===== config.mk =====
export PLATFORM = sky130hd
export DESIGN_NAME = tccw_ctrl
export DESIGN_NICKNAME = d
export VERILOG_FILES = /design/src/rtl/core/tccw_pkg.sv /design/src/rtl/core/tccw_ctrl.sv
export SDC_FILE = /design/constraint.sdc
export NUM_CORES = 1
export LEC_CHECK = 0
export ABC_CLOCK_PERIOD_IN_PS = 1200
export BUFFER_PORTS_ARGS = -buffer_cell sky130_fd_sc_hd__buf_2
export CORE_AREA = 2 2 39 41
export DETAILED_ROUTE_END_ITERATION = 10
export DIE_AREA = 0 0 41 43
export PLACE_DENSITY_LB_ADDON = 0.3
export SETUP_SLACK_MARGIN = 0.05
export SYNTH_ARGS = -nofsm -noshare
export SYNTH_HDL_FRONTEND = slang
export SYNTH_SLANG_ARGS = --single-unit

===== constraint.sdc =====
create_clock -name clk -period 1.2 [get_ports clk]
set_input_delay 0.18 -clock clk [delete_from_list [all_inputs] [get_ports clk]]
set_output_delay 0.18 -clock clk [all_outputs]
set_load 0.02 [all_outputs]

===== src/rtl/core/tccw_pkg.sv =====
// Shared types and constants for the text console character writer.
// Holds controller states, controller/datapath command and status bundles.
// No dependencies.
`timescale 1ns / 1ps

package tccw_pkg;

  // Character codes with special meaning
  localparam logic [7:0] NEWLINE_CODE = 8'd10;
  localparam logic [7:0] SPACE_CODE   = 8'd32;

  // Input item kinds (carried on tuser)
  localparam logic MODE_PUT  = 1'b0;
  localparam logic MODE_READ = 1'b1;

  // Configuration register indexes and reset values
  localparam logic       REG_TEXT_ATTR   = 1'b0;
  localparam logic       REG_FILL_ATTR   = 1'b1;
  localparam logic [7:0] TEXT_ATTR_RESET = 8'h1f;
  localparam logic [7:0] FILL_ATTR_RESET = 8'h07;

  typedef enum logic [2:0] {
    ST_CLEAR,
    ST_IDLE,
    ST_RD_ADDR,
    ST_RD_DATA,
    ST_SCROLL,
    ST_PUT_CHAR,
    ST_FILL,
    ST_DONE
  } state_t;

  // Controller to datapath
  typedef struct packed {
    logic load_item;
    logic clr_write;
    logic scroll_step;
    logic write_char;
    logic fill_step;
    logic rd_issue;
    logic rd_capture;
    logic out_load;
  } cmd_t;

  // Datapath to controller
  typedef struct packed {
    logic in_read;
    logic in_newline;
    logic cursor_full;
    logic clr_last;
    logic scroll_last;
    logic col_zero;
    logic out_free;
  } status_t;

endpackage


===== src/rtl/core/tccw_ctrl.sv =====
// Controller state machine for the text console character writer.
// Depends on tccw_pkg; drives tccw_dpath through cmd_t, reads status_t.
`timescale 1ns / 1ps

module tccw_ctrl (
  input  logic              clk,
  input  logic              rst,
  input  logic              in_valid,
  output logic              in_ready,
  input  tccw_pkg::status_t st,
  output tccw_pkg::cmd_t    cmd
);
  import tccw_pkg::*;

  state_t state, state_next;

  // State register; reset starts the clearing pass
  always_ff @(posedge clk) begin
    if (rst) begin
      state <= ST_CLEAR;
    end else begin
      state <= state_next;
    end
  end

  // Next state and commands
  always_comb begin
    state_next = state;
    cmd        = '0;
    in_ready   = 1'b0;
    unique case (state)
      ST_CLEAR: begin
        cmd.clr_write = 1'b1;
        if (st.clr_last) state_next = ST_IDLE;
      end
      ST_IDLE: begin
        in_ready = 1'b1;
        if (in_valid) begin
          cmd.load_item = 1'b1;
          priority if (st.in_read)     state_next = ST_RD_ADDR;
          else if (st.in_newline)      state_next = ST_FILL;
          else if (st.cursor_full)     state_next = ST_SCROLL;
          else                         state_next = ST_PUT_CHAR;
        end
      end
      ST_RD_ADDR: begin
        cmd.rd_issue = 1'b1;
        state_next   = ST_RD_DATA;
      end
      ST_RD_DATA: begin
        cmd.rd_capture = 1'b1;
        state_next     = ST_DONE;
      end
      ST_SCROLL: begin
        cmd.scroll_step = 1'b1;
        if (st.scroll_last) state_next = ST_PUT_CHAR;
      end
      ST_PUT_CHAR: begin
        cmd.write_char = 1'b1;
        state_next     = ST_DONE;
      end
      ST_FILL: begin
        // pad until the cursor reaches a row start
        if (!st.col_zero) begin
          cmd.fill_step = 1'b1;
        end else begin
          state_next = ST_DONE;
        end
      end
      ST_DONE: begin
        if (st.out_free) begin
          cmd.out_load = 1'b1;
          state_next   = ST_IDLE;
        end
      end
      default: state_next = ST_IDLE;
    endcase
  end

endmodule


==> impl_metrics.yaml <==
synth:
  synth_area_um2: 280
  synth_cell_types: 21
  synth_seq_cells: 3
  yosys.area.top_type: "dfxtp_1"
  postSynthAreaPerCell_um2: 8.24
  yosys_warnings: 0
  synth_top_area_share: 0.214
  synth_cells: 34
  synth_nets: 44
  yosysSeqAreaShare: 0.214
  yosys-top-cells-area: "dfxtp_1 (21%), nor3b_4 (6.7%), nor4b_1 (6.3%), a21oi_1 (5.4%), nor3_1 (5.4%)"
sta:
  setup_viol: 9
  final-hold-violation-count: 0
  worstMarginPinSlew_ns: 0.269
  fin_crit_sh: 1.07
  grt_setup_unrepaired: "yes"
  skew_ns: 0.00218
  slew_viol_final: 0
  post-route-min-period_ns: 1.29
  clock.fmax_ghz: 0.775
  setup_ws_ns: -0.0897
  whs_ns: 0.126
  slew_headroom: 0.819
detailed_routing:
  ant_nets: 0
  wl_um: 857
  vias_per_cell: 4.44
  routed-wl-met3_um: 75
  wl_per_cell_um: 10.6
  wl_met2_um: 386
  drc: 0
  vias: 360
  wl_met1_um: 395
  drt-initial-drc-count: 6
  drt_pre_antenna_iters: 2
  topRoutingLayerUsed: "met3"
layout:
  areaGrowthSynthToFinish_pct: 110
  largestRegisters: "state x3"
  largest_reg_flops: 3
  antenna_cells: 0
  mostFrequentLayoutCells: "buf_4 (14), buf_2 (9), buf_6 (7)"
  fin_nets: 76
  instances_no_fill: 81
  postLayoutCoreUtil: 0.426
  drive_gt1_frac: 0.800
  final_common_cell: "buf_4"
  regMostFlops: "state"
  fin_area_um2: 589
global_routing:
  grt_pass1_wl_um: 1120
  grt.overflow.total: 0
  track_usage: 0.0902
  first_global_vias: 258
  antenna_found_initial: 0
  grt_start_max_net_pins: 10
cts:
  cts_buffers: 3
  clk_latency_ns: 0.23
  clkSlewWorstSetupHoldPaths_ns: 0.04
  cts_tree: "built"
  cts_buffer_depth: 2
  cts_root_buf: "clkbuf_4"
  htree_levels: 1
  cts.sinks: 3
  cts-hold-fix-buffers: 0
setup_path:
  max_stage_delay_ns: 0.36
  startpoint_type: "register"
  crit_path_max_fanout: 8
  crit_chain: "nor3b_4 -> and2_4 -> buf_6"
  slowest_stage: "dfxtp_4"
  crit_family: "simple AND/OR/NAND/NOR gates"
  crit_type: "register to output pin"
  endpoint_kind: "output pin"
  arrival_ns: 1.11
  required_ns: 1.02
  crit_buf_inv: 1
placement:
  place_hpwl_um: 574
  port_buffers: 18
  dpl-instance-area_um2: 429
  dp.cells: 71
  gp_congestion: 0.711
floorplanning:
  start_util: 0.203
  die_x_um: 41
  io_pins: 19
  die_h_um: 43
  core_um2: 1380
  dieArea_um2: 1760
  rows: 14
pwr:
  power_density_nw_per_um2: 1150
  power_leakage_nw: 0.272
  max-vdd-ir-drop_v: 0.000416
outcome:
  violations: "negative setup slack"
  status: "complete, but fails checks"
worst_hold_path:
  hp-class: "input pin to register"
job:
  maxCapViolations: 0
-- what timing repair did --
item                       in CTS  in global routing
resized for setup              18                 12
setup buffers                   5                  2
pin swaps                       5                  4
setup endpoints to repair      11                 12
-- per-layer routing --
layer | vias up | track usage
li1 | 188 | -
met1 | 159 | 0.137
met2 | 13 | 0.119
met3 | 0 | 0.0314
met4 | 0 | 0.0200
met5 | - | 0
-- cells by family (layout without fill, tap and decap cells) --
kind of cell | count (synthesis) | after routing | synth area share
compound gates | 8 | 8 | 0.196
buf+inv | 6 | 37 | 0.134
flops | 3 | 3 | 0.214
simple gates | 17 | 17 | 0.455
-- worst register-to-register path, delay by kind of cell (launching register included) --
kind,cells,cell delay [ns]
buf+inv,1,0.14
simple gates,2,0.23
flops,1,0.36
compound gates,2,0.41
-- power by group --
group	internal [mW]	switching (mW)	total, mW
clock network	0.125	0.0523	0.177
logic	0.204	0.154	0.358
registers	0.118	0.0261	0.144
total	0.447	0.233	0.679
-- final timing paths --
path / startpoint / to / slack [ns] / cells after the start
max: state[1] / cmd[7] / -0.09 / 3
min: rst / state[0] / 0.13 / 2
max reg2reg: state[2] / state[0] / -0.05 / 5
min reg2reg: state[2] / state[2] / 0.63 / 3
-- per-stage QoR --
step / setup TNS [ns] / power, mW / setup WS [ns]
after floorplan: -0.0528 / 0.307 / -0.0199
after global placement: -0.000400 / 0.386 / -0.000400
after detailed placement: -0.00533 / 0.388 / -0.00533
after CTS: -0.545 / 0.651 / -0.104
after global routing: -0.854 / 0.720 / -0.154
final: -0.423 / 0.679 / -0.0897
-- synthesized netlist by cell type, drive strengths merged --
library cell and count:
nor3b 3, a21oi 3, or2 1, dfxtp 3, nor3 4, o21ai 2, nor2 2, a211oi 1
a31oi 1, and4b 1, buf 3, nand2 1, and3 1, o311a 1, inv 3, nor4b 2
and4 1, and2 1
-- final cells by class --
cell class / instances / area (um^2)
fillers: 152 / 795
multi-input cells: 25 / 229
repair buffers: 30 / 229
flip-flops and latches: 3 / 71.3
clock buffers: 4 / 26.3
well taps: 16 / 20.0
inverters: 3 / 13.8
Power figures use the tool's default switching activity.
